===== config.mk =====
export PLATFORM = sky130hd
export DESIGN_NAME = bfs_fsf_seq
export DESIGN_NICKNAME = d
export VERILOG_FILES = /design/src/hdl/bfs_fsf_pkg.sv /design/src/hdl/bfs_fsf_seq.sv
export SDC_FILE = /design/constraint.sdc
export NUM_CORES = 1
export LEC_CHECK = 0
export BUFFER_PORTS_ARGS = -buffer_cell sky130_fd_sc_hd__buf_2
export CORE_MARGIN = 1.5
export CORE_UTILIZATION = 49
export DETAILED_ROUTE_END_ITERATION = 16
export PLACE_DENSITY = 0.82
export SLEW_MARGIN = 20
export SYNTH_ARGS = -nofsm -noshare
export SYNTH_HDL_FRONTEND = slang
export SYNTH_SLANG_ARGS = --single-unit

===== constraint.sdc =====
create_clock -name clock -period 3.8 [get_ports clock]
set_clock_uncertainty 0.05 [all_clocks]
set_input_delay 0.19 -clock clock [delete_from_list [all_inputs] [get_ports clock]]
set_output_delay 0.19 -clock clock [all_outputs]
set_load 0.01 [all_outputs]

===== src/hdl/bfs_fsf_pkg.sv =====
// Shared types and constants for the breadth-first first-step finder.
// Used by bfs_fsf_store, bfs_fsf_seq and bfs_first_step_finder_core.
package bfs_fsf_pkg;

   // Default sizes
   localparam int ROOMS_DEF     = 1024;
   localparam int MAX_EXITS_DEF = 16;
   localparam int AREA_BITS_DEF = 8;

   // Command codes
   localparam logic [1:0] CMD_WRITE_EXIT = 2'd0;
   localparam logic [1:0] CMD_WRITE_AREA = 2'd1;
   localparam logic [1:0] CMD_FIND_STEP  = 2'd2;

   // Result status codes
   localparam logic [1:0] STATUS_FOUND  = 2'd0;
   localparam logic [1:0] STATUS_THERE  = 2'd1;
   localparam logic [1:0] STATUS_NOPATH = 2'd2;

   typedef struct packed {
      logic [1:0]  command;
      logic [9:0]  room;
      logic [3:0]  exit_slot;
      logic        exit_present;
      logic [3:0]  exit_direction;
      logic [9:0]  neighbor;
      logic [7:0]  area_id;
      logic [9:0]  target_room;
      logic [15:0] step_limit;
   } req_word_type;

   typedef struct packed {
      logic [1:0] status;
      logic [3:0] first_direction;
   } rsp_word_type;

   // Write strobes from the sequencer to the tables
   typedef struct packed {
      logic exit_we;
      logic area_we;
      logic mark_we;
      logic mark_wdata;
      logic queue_we;
   } mem_ctl_type;

   typedef enum logic [3:0] {
      ST_SWEEP,
      ST_IDLE,
      ST_AREA_SRC,
      ST_AREA_TGT,
      ST_AREA_CMP,
      ST_MARK_SRC,
      ST_EXIT_RD,
      ST_EXIT_CHK,
      ST_MARK_CHK,
      ST_DEQ_RD,
      ST_DEQ_CHK,
      ST_WIPE_SRC,
      ST_WIPE_RD,
      ST_WIPE_WR,
      ST_DONE
   } state_type;

endpackage


===== src/hdl/bfs_fsf_seq.sv =====
// Sequencer for table writes and the breadth-first search, one memory
// access per step. Depends on bfs_fsf_pkg; drives bfs_fsf_store.
module bfs_fsf_seq import bfs_fsf_pkg::*; #(
   parameter int ROOMS     = ROOMS_DEF,
   parameter int MAX_EXITS = MAX_EXITS_DEF,
   parameter int AREA_BITS = AREA_BITS_DEF,
   localparam int RW         = $clog2(ROOMS),
   localparam int EXIT_DEPTH = ROOMS * MAX_EXITS,
   localparam int EAW        = $clog2(EXIT_DEPTH),
   localparam int SW         = (MAX_EXITS > 1) ? $clog2(MAX_EXITS) : 1,
   localparam int EW         = RW + 5,
   localparam int QW         = RW + 4
) (
   input  logic                 clock,
   input  logic                 reset,
   input  logic                 req_valid,
   input  req_word_type         req_word,
   output logic                 busy,
   input  logic                 out_free,
   output logic                 done,
   output rsp_word_type         done_word,
   output mem_ctl_type          ctl,
   output logic [EAW-1:0]       exit_addr,
   output logic [EW-1:0]        exit_wdata,
   input  logic [EW-1:0]        exit_rdata,
   output logic [RW-1:0]        area_addr,
   output logic [AREA_BITS-1:0] area_wdata,
   input  logic [AREA_BITS-1:0] area_rdata,
   output logic [RW-1:0]        mark_addr,
   input  logic                 mark_rdata,
   output logic [RW-1:0]        queue_addr,
   output logic [QW-1:0]        queue_wdata,
   input  logic [QW-1:0]        queue_rdata
);

   state_type            state_ff, state_in;
   logic [EAW-1:0]       sweep_ff, sweep_in;
   logic [RW-1:0]        src_ff, src_in;
   logic [RW-1:0]        tgt_ff, tgt_in;
   logic [15:0]          limit_ff, limit_in;
   logic [AREA_BITS-1:0] area_src_ff, area_src_in;
   logic [RW-1:0]        cur_ff, cur_in;
   logic                 own_ff, own_in;
   logic [3:0]           inh_ff, inh_in;
   logic [SW-1:0]        slot_ff, slot_in;
   logic [RW-1:0]        nb_ff, nb_in;
   logic [3:0]           edir_ff, edir_in;
   logic [RW:0]          head_ff, head_in;
   logic [RW:0]          tail_ff, tail_in;
   logic [16:0]          count_ff, count_in;
   logic [1:0]           status_ff, status_in;
   logic [3:0]           fdir_ff, fdir_in;

   logic           room_ok, tgt_ok, slot_ok, nb_ok, last_slot;
   logic [EAW-1:0] wr_exit_addr, rd_exit_addr;
   logic [RW-1:0]  q_room;
   logic [3:0]     q_dir;
   logic [16:0]    count_next;

   assign room_ok = 32'(req_word.room) < 32'(ROOMS);
   assign tgt_ok  = 32'(req_word.target_room) < 32'(ROOMS);
   assign nb_ok   = 32'(req_word.neighbor) < 32'(ROOMS);
   assign slot_ok = 32'(req_word.exit_slot) < 32'(MAX_EXITS);
   assign wr_exit_addr = EAW'(RW'(req_word.room)) * EAW'(MAX_EXITS)
                       + EAW'(req_word.exit_slot);
   assign rd_exit_addr = EAW'(cur_ff) * EAW'(MAX_EXITS) + EAW'(slot_ff);
   assign last_slot  = slot_ff == SW'(MAX_EXITS - 1);
   assign q_room     = queue_rdata[QW-1:4];
   assign q_dir      = queue_rdata[3:0];
   assign count_next = count_ff + 17'd1;

   always_ff @(posedge clock) begin
      if (reset) begin
         state_ff <= ST_SWEEP;
         sweep_ff <= '0;
         head_ff  <= '0;
         tail_ff  <= '0;
         count_ff <= '0;
      end else begin
         state_ff <= state_in;
         sweep_ff <= sweep_in;
         head_ff  <= head_in;
         tail_ff  <= tail_in;
         count_ff <= count_in;
      end
   end

   always_ff @(posedge clock) begin
      src_ff      <= src_in;
      tgt_ff      <= tgt_in;
      limit_ff    <= limit_in;
      area_src_ff <= area_src_in;
      cur_ff      <= cur_in;
      own_ff      <= own_in;
      inh_ff      <= inh_in;
      slot_ff     <= slot_in;
      nb_ff       <= nb_in;
      edir_ff     <= edir_in;
      status_ff   <= status_in;
      fdir_ff     <= fdir_in;
   end

   // Next state, table strobes and addresses
   always_comb begin
      state_in    = state_ff;
      sweep_in    = sweep_ff;
      src_in      = src_ff;
      tgt_in      = tgt_ff;
      limit_in    = limit_ff;
      area_src_in = area_src_ff;
      cur_in      = cur_ff;
      own_in      = own_ff;
      inh_in      = inh_ff;
      slot_in     = slot_ff;
      nb_in       = nb_ff;
      edir_in     = edir_ff;
      head_in     = head_ff;
      tail_in     = tail_ff;
      count_in    = count_ff;
      status_in   = status_ff;
      fdir_in     = fdir_ff;
      ctl         = '0;
      exit_addr   = rd_exit_addr;
      exit_wdata  = '0;
      area_addr   = src_ff;
      area_wdata  = AREA_BITS'(req_word.area_id);
      mark_addr   = nb_ff;
      queue_addr  = head_ff[RW-1:0];
      queue_wdata = {nb_ff, own_ff ? edir_ff : inh_ff};
      done        = 1'b0;

      case (state_ff)
         // Clear exits and marks after reset
         ST_SWEEP: begin
            ctl.exit_we = 1'b1;
            ctl.mark_we = 1'b1;
            exit_addr   = sweep_ff;
            mark_addr   = sweep_ff[RW-1:0];
            sweep_in    = sweep_ff + 1'b1;
            if (sweep_ff == EAW'(EXIT_DEPTH - 1)) begin
               state_in = ST_IDLE;
            end
         end
         ST_IDLE: begin
            if (req_valid) begin
               case (req_word.command)
                  CMD_WRITE_EXIT: begin
                     if (room_ok && slot_ok) begin
                        ctl.exit_we = 1'b1;
                        exit_addr   = wr_exit_addr;
                        if (req_word.exit_present && nb_ok) begin
                           exit_wdata = {1'b1, req_word.exit_direction,
                                         RW'(req_word.neighbor)};
                        end
                     end
                  end
                  CMD_WRITE_AREA: begin
                     if (room_ok) begin
                        ctl.area_we = 1'b1;
                        area_addr   = RW'(req_word.room);
                     end
                  end
                  CMD_FIND_STEP: begin
                     src_in    = RW'(req_word.room);
                     tgt_in    = RW'(req_word.target_room);
                     limit_in  = req_word.step_limit;
                     status_in = STATUS_NOPATH;
                     fdir_in   = 4'd0;
                     if (!room_ok || !tgt_ok) begin
                        state_in = ST_DONE;
                     end else if (req_word.room == req_word.target_room) begin
                        status_in = STATUS_THERE;
                        state_in  = ST_DONE;
                     end else begin
                        state_in = ST_AREA_SRC;
                     end
                  end
                  default: ;
               endcase
            end
         end
         ST_AREA_SRC: begin
            area_addr = src_ff;
            state_in  = ST_AREA_TGT;
         end
         ST_AREA_TGT: begin
            area_addr   = tgt_ff;
            area_src_in = area_rdata;
            state_in    = ST_AREA_CMP;
         end
         ST_AREA_CMP: begin
            state_in = (area_rdata == area_src_ff) ? ST_MARK_SRC : ST_DONE;
         end
         // Mark the source and expand it with each exit's own direction
         ST_MARK_SRC: begin
            ctl.mark_we    = 1'b1;
            ctl.mark_wdata = 1'b1;
            mark_addr      = src_ff;
            cur_in         = src_ff;
            own_in         = 1'b1;
            inh_in         = 4'd0;
            slot_in        = '0;
            head_in        = '0;
            tail_in        = '0;
            count_in       = '0;
            state_in       = ST_EXIT_RD;
         end
         ST_EXIT_RD: begin
            exit_addr = rd_exit_addr;
            state_in  = ST_EXIT_CHK;
         end
         ST_EXIT_CHK: begin
            if (exit_rdata[EW-1]) begin
               nb_in     = exit_rdata[RW-1:0];
               edir_in   = exit_rdata[RW+3:RW];
               mark_addr = exit_rdata[RW-1:0];
               state_in  = ST_MARK_CHK;
            end else if (last_slot) begin
               state_in = ST_DEQ_RD;
            end else begin
               slot_in  = slot_ff + 1'b1;
               state_in = ST_EXIT_RD;
            end
         end
         // Unvisited neighbour: mark and enqueue
         ST_MARK_CHK: begin
            if (!mark_rdata) begin
               ctl.mark_we    = 1'b1;
               ctl.mark_wdata = 1'b1;
               mark_addr      = nb_ff;
               if (tail_ff < (RW+1)'(ROOMS)) begin
                  ctl.queue_we = 1'b1;
                  queue_addr   = tail_ff[RW-1:0];
                  tail_in      = tail_ff + 1'b1;
               end
            end
            if (last_slot) begin
               state_in = ST_DEQ_RD;
            end else begin
               slot_in  = slot_ff + 1'b1;
               state_in = ST_EXIT_RD;
            end
         end
         ST_DEQ_RD: begin
            if (head_ff < tail_ff) begin
               queue_addr = head_ff[RW-1:0];
               state_in   = ST_DEQ_CHK;
            end else begin
               state_in = ST_WIPE_SRC;
            end
         end
         ST_DEQ_CHK: begin
            count_in = count_next;
            if (count_next > {1'b0, limit_ff}) begin
               state_in = ST_WIPE_SRC;
            end else if (q_room == tgt_ff) begin
               status_in = STATUS_FOUND;
               fdir_in   = q_dir;
               state_in  = ST_WIPE_SRC;
            end else begin
               cur_in   = q_room;
               inh_in   = q_dir;
               own_in   = 1'b0;
               slot_in  = '0;
               head_in  = head_ff + 1'b1;
               state_in = ST_EXIT_RD;
            end
         end
         // Clear marks: the source, then every queued room
         ST_WIPE_SRC: begin
            ctl.mark_we = 1'b1;
            mark_addr   = src_ff;
            head_in     = '0;
            state_in    = ST_WIPE_RD;
         end
         ST_WIPE_RD: begin
            if (head_ff < tail_ff) begin
               queue_addr = head_ff[RW-1:0];
               state_in   = ST_WIPE_WR;
            end else begin
               state_in = ST_DONE;
            end
         end
         ST_WIPE_WR: begin
            ctl.mark_we = 1'b1;
            mark_addr   = q_room;
            head_in     = head_ff + 1'b1;
            state_in    = ST_WIPE_RD;
         end
         ST_DONE: begin
            if (out_free) begin
               done     = 1'b1;
               state_in = ST_IDLE;
            end
         end
         default: state_in = ST_IDLE;
      endcase
   end

   assign busy                      = state_ff != ST_IDLE;
   assign done_word.status          = status_ff;
   assign done_word.first_direction = fdir_ff;

   // Queue read pointer never passes the write pointer
   a_head_le_tail: assert property (@(posedge clock) disable iff (reset)
      head_ff <= tail_ff)
      else $error("queue head passed tail");

   // Queue never holds more than one entry per room
   a_tail_bound: assert property (@(posedge clock) disable iff (reset)
      tail_ff <= (RW+1)'(ROOMS))
      else $error("queue tail beyond room count");

   // Search continues only while the dequeue count is within the limit
   a_count_bound: assert property (@(posedge clock) disable iff (reset)
      (state_ff == ST_DEQ_RD) |-> (count_ff <= {1'b0, limit_ff}))
      else $error("dequeue count over limit during search");

endmodule

==> results of run 1 <==
cell usage after synthesis, drive strengths merged, types with 3 or more instances:
library cell and n:
o211ai 4, o22ai 20, nor2 84, xor2 37, a22oi 19, o31a 3, dfxtp 57, ha 31
edfxtp 83, clkbuf 35, o31ai 3, mux2i 4, a21oi 60, nand3b 4, nand2 121, nor3 22
o41ai 3, mux2 14, or4 4, buf 17, a21o 6, o21ai 33, o21a 4, or2 4
a222oi 8, nand4 15, a31oi 4, nor4 12, inv 47, or3 7, and3 23, a211oi 6
and2 10, a2111oi 5, nand3 26, xnor2 26
worst paths after layout:
path | startpoint | to | slack, ns | depth (start not counted)
setup / recovery | count_ff[0] | fdir_ff[3] | 0.22 | 12
hold / removal | queue_rdata[1] | fdir_ff[1] | 0.03 | 2
setup reg to reg | count_ff[0] | fdir_ff[3] | 0.22 | 12
hold reg to reg | head_ff[10] | head_ff[10] | 0.45 | 2
registers in the layout, summed over array words and instances, names as in the netlist, 8 cells and up:
| register | count |
|---|---|
| tail_ff | 11 |
| src_ff | 10 |
| count_ff | 17 |
| limit_ff | 16 |
| cur_ff | 10 |
| head_ff | 11 |
| area_src_ff | 8 |
| tgt_ff | 10 |
| nb_ff | 10 |
| sweep_ff | 14 |
metal layers:
layer / vias up / part of all wire (%) / GRT usage, %
met5: - / 0 / 0
met4: 0 / 2.2 / 8.52
met3: 52 / 8.1 / 5.83
met2: 410 / 48 / 45.8
met1: 3620 / 41 / 34.8
li1: 3644 / - / -
report_power, final:
group          switching, W  internal (W)  total (W)
registers        0.00000408       0.00160    0.00161
logic             0.0000874     0.0000990   0.000186
clock network      0.000695      0.000886    0.00158
total              0.000786       0.00259    0.00337
per-stage QoR:
stage	instance area (µm²)	total power (W)	setup WS, ns	setup TNS [ns]
after floorplan	8070	0.00170	0.182	0
after global placement	9180	0.00178	0.00853	0
after detailed placement	9180	0.00178	-0.151	-0.824
after CTS	10200	0.00338	0.0511	0
after global routing	10300	0.00346	-0.0554	-0.319
final	10300	0.00337	0.218	0
final cells by class:
class / count / area [µm²]
clock inverter: 13 / 106
timing repair buffer: 248 / 1530
sequential: 140 / 3630
tap: 216 / 270
multi-input combinational: 648 / 4090
fill: 1308 / 5740
inverter: 47 / 176
clock buffer: 19 / 454
logic make-up after synthesis:
logic type / count (synthesis) / synth area share (%)
XOR/XNOR: 63 / 6.84
AND/OR/NAND/NOR: 343 / 20.0
adder cells (fa/ha/maj): 31 / 4.81
flip-flops: 140 / 45.1
multiplexers: 18 / 2.45
buffers and inverters: 99 / 5.09
AO/OA/AOI/OAI: 193 / 15.8
timing repair:
action	4_1_cts	5_1_grt
resized for setup	3	8
setup buffers	0	0
hold endpoints to repair	48	0
hold buffers	48	0
setup endpoints to repair	14	37
==> impl_metrics.ini, run 1 <==
[run_status]
outcome = completed

[cts]
clkSinkCount = 140
h-tree-depth = 4
cts_tree = built
worst_skew_pair.late_latency_ns = 0.42
clkTransAtPathRegs_ns = 0.06
cts_buffers = 17
root_buffer = clkbuf_16
clockBufferDepth = 2

[finish]
fin_nets = 1240
utilization_pct = 64.1
fin_cells = 1331
final_cell_mix = 184 x buf_2, 121 x nand2_1, 83 x edfxtp_1, 80 x nor2_1, 59 x a21oi_1
final_common_cell = buf_2
area_growth_pct = 27.3
n_antenna_cell = 0
drive_gt1_share_pct = 23.9

[routing]
drtAntennaViolNets = 0
wl_um = 23500
initialDrtViolationCount = 843
vias_per_cell = 5.80
wl_per_cell_um = 17.6
drc = 0
dr.pass1.iters = 7
num_vias = 7726

[worst_hold_path]
hold_path.class = input port to register

[synthesis]
netlist_area_um2 = 8060
synth_top_area_share_pct = 30.9
synth_edf_count = 83
synth-main-ff-cell = edfxtp_1
ys_seq_area_share_pct = 45.1
syn_avg_cell_area_um2 = 9.09
yosys.area.top_type = edfxtp_1
ys_top_cells_by_area = edfxtp_1 31%, dfxtp_1 14%, nand2_1 5.6%
synthCells = 887
synth.distinct_cells = 62
async_reset_ff_share_pct = 0
yosys_warnings = 0
syn_nets = 1025
ys_seq_elements = 140

[setup_path]
end_kind = register
cpLargestDelayFamily = compound AO/OA/AOI/OAI gates
slowest_delay_ns = 0.52
critPathMaxFanout = 6
worst-endpoint-required_ns = 3.86
cpMaxStageDelayCell = a2111o_1
cp_num_buf_inv = 0
worst_setup_path_start_kind = register
arrival_ns = 3.64
criticalPathCategory = register to register
crit_chain = ha_1 > and3_1 > and3_1 > nand3_1 > xnor2_1 > ha_1 > o21ai_0 > nor2_1 > a2111o_1 > a211o_1 > a2111o_1 > o21ai_4

[grt]
grt_overflow_total = 0
grt_pass1_wl_um = 37600
antenna_found_initial = 0
grt_max_degree = 43
grt_use_total_pct = 27.1
grt_pass1_vias = 7441

[placed_design]
place_inst = 1251
dp_hpwl_um = 16500
gp_congestion = 0.931
numPortBuffers = 184

[sta]
fin_crit_sh_pct = 94.3
tightest_slew_ns = 0.810
fin_crit_ns = 3.58
relSlewSlack_pct = 46.0
finalSetupViolCount = 0
maxSlewViolCount = 0
hold_slack_ns = 0.0257
finalHoldViolCount = 0
fmax_mhz = 279

[floorplan]
die_h_um = 131
die_w_um = 131
io_pins = 201
core_area_um2 = 16000
rows = 46
dieArea_um2 = 17200
floorplan.initialDensity_pct = 50.4

[power_and_ir_drop]
power.density_nw_per_um2 = 329
p_leak_nw = 4.35
ir_worst_vdd_v = 0.000284

[job]
cap_violations = 0
Power figures use the tool's default switching activity.
==> run 2, diff against run 1 <==
--- a/config.mk
+++ b/config.mk
@@ -7,9 +7,9 @@
 export LEC_CHECK = 0
 export BUFFER_PORTS_ARGS = -buffer_cell sky130_fd_sc_hd__buf_2
 export CORE_MARGIN = 1.5
-export CORE_UTILIZATION = 49
+export CORE_UTILIZATION = 54
 export DETAILED_ROUTE_END_ITERATION = 16
-export PLACE_DENSITY = 0.82
+export PLACE_DENSITY = 0.86
 export SLEW_MARGIN = 20
 export SYNTH_ARGS = -nofsm -noshare
 export SYNTH_HDL_FRONTEND = slang
==> constraint.sdc (replaced) <==
create_clock -name clock -period 4.1 [get_ports clock]
set_clock_uncertainty 0.05 [all_clocks]
set_input_delay 0.205 -clock clock [delete_from_list [all_inputs] [get_ports clock]]
set_output_delay 0.205 -clock clock [all_outputs]
set_load 0.01 [all_outputs]
==> run 2 against run 1 <==
Effect of this change: fmax fell by 6.9%; clock-buffer cell count up 1; critical path depth down 1; combinational power is 6% lower; via count is 3.3% higher.
==> impl_metrics.ini, run 2 (synthesized netlist as in run 1, its figures left out) <==
[run_status]
outcome = completed

[cts]
clkSinkCount = 140
cts_tree = built
root_buffer = clkbuf_16
worst_skew_pair.late_latency_ns = 0.44
clockBufferDepth = 2
post_cts_buffers = 0
clkTransAtPathRegs_ns = 0.06
h-tree-depth = 4
cts_buffers = 17

[setup_path]
worst-endpoint-required_ns = 4.16
arrival_ns = 3.90
r2r_end = status_ff[0]
reg2reg_from = count_ff[0]
worst_setup_path_start_kind = register
r2r_slack_ns = 0.25
cpLargestDelayFamily = compound AO/OA/AOI/OAI gates
crit_chain = ha_2 > and3_1 > and3_1 > xor2_1 > ha_1 > a211oi_2 > nor2_1 > a2111o_1 > a211o_1 > a2111o_1 > o21ai_2
rr_worst_depth = 11
cp_num_buf_inv = 0
critPathMaxFanout = 6
end_kind = register
crit_cells = 11
cpMaxStageDelayCell = a2111o_1
criticalPathCategory = register to register
slowest_delay_ns = 0.49

[floorplan]
core_area_um2 = 14500
die_w_um = 125
io_pins = 201
dieArea_um2 = 15700
rows = 44
floorplan.initialDensity_pct = 55.5
die_h_um = 125

[power_and_ir_drop]
power.density_nw_per_um2 = 313
ir_worst_vdd_v = 0.000289
p_leak_nw = 4.35

[routing]
dr.pass1.iters = 9
vias_per_cell = 6.15
drc = 0
drtAntennaViolNets = 0
dr_wl_met2_um = 12000
dr_wl_met3_um = 2470
initialDrtViolationCount = 986
num_vias = 7983
topRoutingLayerUsed = met4
drt-met1-wl_um = 9490
wl_um = 24800
wl_per_cell_um = 19.1

[placed_design]
gp_congestion = 0.919
dp_hpwl_um = 16600
numPortBuffers = 184
dpl-instance-area_um2 = 9100

[sta]
rsz0062_at_grt = no
finalHoldViolCount = 0
relSlewSlack_pct = 29.8
hold_slack_ns = 0.0373
finalSetupViolCount = 0
tightest_slew_ns = 1.05
fin_crit_ns = 3.85
fin_crit_sh_pct = 93.8
setup_tns_ns = 0
fmax_mhz = 260
maxSlewViolCount = 0

[finish]
top_regs = count_ff x17, limit_ff x16, sweep_ff x14
final_area_um2 = 10200
utilization_pct = 70.1
largest_register = count_ff
drive_gt1_share_pct = 23.4
fin_nets = 1238
area_growth_pct = 26.3
n_antenna_cell = 0
largest_reg_flops = 17
final_common_cell = buf_2
final_cell_mix = 184 x buf_2, 121 x nand2_1, 83 x edfxtp_1, 81 x nor2_1, 59 x a21oi_1

[worst_hold_path]
hold_path_end = fdir_ff[0]
hold_start = queue_rdata[0]
min_path_cells = 2
hold_path.class = input port to register

[grt]
grt_use_total_pct = 31.2
grt_pass1_wl_um = 38600
grt_pass1_vias = 7553
grt_max_degree = 43
antenna_found_initial = 0
grt_overflow_total = 0

[job]
cap_violations = 0
[run 2: where the power goes]
| part | internal [W] | total (W) | switching, W |
|---|---|---|---|
| sequential | 0.00149 | 0.00149 | 0.00000397 |
| combinational | 0.0000918 | 0.000174 | 0.0000826 |
| clock | 0.000920 | 0.00152 | 0.000603 |
[run 2: worst max path at each step]
| stage | start | to | slack, ns |
|---|---|---|---|
| after floorplan | count_ff[0] | cur_ff[0] | 0.24 |
| after global placement | count_ff[0] | fdir_ff[1] | 0.31 |
| after detailed placement | count_ff[0] | fdir_ff[0] | 0.18 |
| after CTS | count_ff[2] | fdir_ff[1] | 0.1 |
| after global routing | count_ff[2] | cur_ff[6] | 0.03 |
| final | count_ff[0] | status_ff[0] | 0.25 |
[run 2: metal layers]
| layer | global-route usage, % | vias up |
|---|---|---|
| li1 | - | 3634 |
| met1 | 38.6 | 3735 |
| met2 | 51.8 | 534 |
| met3 | 7.36 | 80 |
| met4 | 14.2 | 0 |
| met5 | 0 | - |
[run 2: timing repair]
| item | in CTS | in global routing |
|---|---|---|
| gates resized for setup | 0 | 8 |
| endpoints found under the hold margin | 48 | 0 |
| endpoints found under the setup margin | 0 | 30 |
| hold buffers | 48 | 0 |
[run 2: metrics by stage]
step | cells | worst slack (ns) | total power, W
global placement | 1217 | 0.310 | 0.00165
floorplan | 887 | 0.242 | 0.00158
CTS | 1297 | 0.0972 | 0.00318
finish | 1297 | 0.254 | 0.00319
global route | 1297 | 0.0263 | 0.00326
detailed placement | 1217 | 0.184 | 0.00165
[run 2: layout make-up]
class	instances	area, µm²
Multi-Input combinational cell	648	4060
Inverter	47	176
Clock buffer	20	457
Fill cell	1095	4350
Clock inverter	12	121
Sequential cell	140	3630
Timing Repair Buffer	246	1510
Tap cell	184	230
==> run 3, diff against run 2 <==
--- a/config.mk
+++ b/config.mk
@@ -6,10 +6,12 @@
 export NUM_CORES = 1
 export LEC_CHECK = 0
 export BUFFER_PORTS_ARGS = -buffer_cell sky130_fd_sc_hd__buf_2
+export CELL_PAD_IN_SITES_DETAIL_PLACEMENT = 1
+export CELL_PAD_IN_SITES_GLOBAL_PLACEMENT = 1
 export CORE_MARGIN = 1.5
-export CORE_UTILIZATION = 54
+export CORE_UTILIZATION = 40
 export DETAILED_ROUTE_END_ITERATION = 16
-export PLACE_DENSITY = 0.86
+export PLACE_DENSITY = 0.85
 export SLEW_MARGIN = 20
 export SYNTH_ARGS = -nofsm -noshare
 export SYNTH_HDL_FRONTEND = slang
==> run 3 against run 2 <==
Effect of this change: non-clock buffer count fell by 2; wire length rose by 18%; cell count rose by 6.1%; power rose by 2.6%; design area rose by 0.85%; critical endpoint is now cur_ff[9]; critical path type unchanged; sequential power barely moved; largest power group unchanged; worst hold slack got worse by 0.0099 ns; setup slack improved by 0.013 ns.
==> impl_metrics.ini, run 3 (synthesized netlist as in run 1, its figures left out) <==
[sta]
setup_tns_ns = 0
relSlewSlack_pct = 43.8
fin_crit_ns = 3.83
fin_crit_sh_pct = 93.5
maxSlewViolCount = 0
fmax_mhz = 261
finalSetupViolCount = 0
hold_slack_ns = 0.0274
finalHoldViolCount = 0
tightest_slew_ns = 0.844
rsz0062_at_grt = no

[cts]
clockBufferDepth = 2
clkTransAtPathRegs_ns = 0.06
worst_skew_pair.late_latency_ns = 0.43
post_cts_buffers = 0
h-tree-depth = 4
clkSinkCount = 140
root_buffer = clkbuf_16
cts_buffers = 17
cts_tree = built

[finish]
area_growth_pct = 27.4
largest_register = count_ff
top_regs = count_ff x17, limit_ff x16, sweep_ff x14
final_common_cell = buf_2
largest_reg_flops = 17
fin_nets = 1236
final_cell_mix = 184 x buf_2, 121 x nand2_1, 83 x nor2_1, 83 x edfxtp_1, 59 x a21oi_1
drive_gt1_share_pct = 23.2
final_area_um2 = 10300
n_antenna_cell = 0
fin_cells = 1376

[grt]
grtUsageMet3_pct = 6.67
grt_max_degree = 43
antenna_found_initial = 0
grt_util_met2_pct = 48.3
grt_overflow_total = 0
grt_pass1_wl_um = 46000
grtUsageMet1_pct = 32.8
grt_use_total_pct = 27.8
grt_busiest_layer = met2
grt_pass1_vias = 8468

[power_and_ir_drop]
p_leak_nw = 4.34
ir_worst_vdd_v = 0.000262
total_power_w = 0.00327
power.density_nw_per_um2 = 318

[placed_design]
gp_congestion = 0.913
numPortBuffers = 184
place_inst = 1300
dpl-instance-area_um2 = 9220
dp_hpwl_um = 20000

[routing]
num_vias = 8003
drc = 0
initialDrtViolationCount = 481
drtAntennaViolNets = 0
vias_per_cell = 5.82
dr.pass1.iters = 6
wl_um = 29300
wl_per_cell_um = 21.3

[floorplan]
floorplan.initialDensity_pct = 41.2
die_h_um = 145
core_area_um2 = 19600
dieArea_um2 = 21000
io_pins = 201
die_w_um = 145
rows = 51

[worst_hold_path]
min_path_cells = 1
hold_start = req_word[56]
hold_path_end = src_ff[3]
hold_path.class = input port to register

[setup_path]
arrival_ns = 3.90
r2r_end = cur_ff[9]
rr_worst_depth = 13
r2r_slack_ns = 0.27
worst_setup_path_start_kind = register
criticalPathCategory = register to register
end_kind = register
worst-endpoint-required_ns = 4.17
critPathMaxFanout = 15
reg2reg_from = count_ff[0]

[job]
cap_violations = 0

[run_status]
outcome = completed
run 3: how the worst max path moves through the flow:
| stage | slack, ns | cells past startpoint | from | to |
|---|---|---|---|---|
| floorplan | 0.24 | 12 | count_ff[0] | cur_ff[0] |
| global placement | 0.31 | 11 | count_ff[0] | fdir_ff[1] |
| detailed placement | 0.18 | 12 | count_ff[0] | fdir_ff[0] |
| CTS | 0.12 | 12 | count_ff[0] | status_ff[1] |
| global route | 0.03 | 14 | count_ff[0] | slot_ff[1] |
| finish | 0.27 | 13 | count_ff[0] | cur_ff[9] |
run 3: timing repair:
item | in CTS | in global routing
hold buffers | 42 | 2
endpoints found under the hold margin | 42 | 2
setup endpoints to repair | 0 | 25
gates resized for setup | 0 | 5
run 3: through the flow:
stage	utilization (%)	setup WS [ns]
floorplan	-	0.242
global placement	47.1	0.308
detailed placement	47.1	0.185
CTS	52.3	0.120
global route	52.4	0.0295
finish	52.4	0.266
run 3: power breakdown:
| group | leakage (nW) | internal (W) | switching, W |
|---|---|---|---|
| combinational | 2.86 | 0.0000894 | 0.0000909 |
| clock | 0.281 | 0.000972 | 0.000627 |
| sequential | 1.20 | 0.00149 | 0.00000450 |
| total | 4.34 | 0.00255 | 0.000723 |
run 3: critical path: stages, from the launching register on:
cell and delay [ns]:
dfxtp_1 0.41, ha_2 0.26, and3_1 0.21, and3_1 0.25, nand3_1 0.17, xnor2_1 0.17
ha_1 0.31, and4_1 0.19, a2111o_1 0.40, a211o_1 0.40, a21oi_2 0.23, nor2_1 0.10
nor2_1 0.14, buf_6 0.23
run 3: cell type report:
cell class                      count  area [µm²]
Fill cell                        2321        9320
Multi-Input combinational cell    648        4050
Sequential cell                   140        3630
Timing Repair Buffer              244        1490
Clock buffer                       21         450
Tap cell                          265         332
Inverter                           47         176
Clock inverter                     11         148
run 3: layer usage:
| metal | vias to the layer above | wire (µm) |
|---|---|---|
| met5 | - | 0 |
| met4 | 0 | 985 |
| met3 | 83 | 2160 |
| met2 | 372 | 14600 |
| met1 | 3927 | 11500 |
| li1 | 3621 | - |
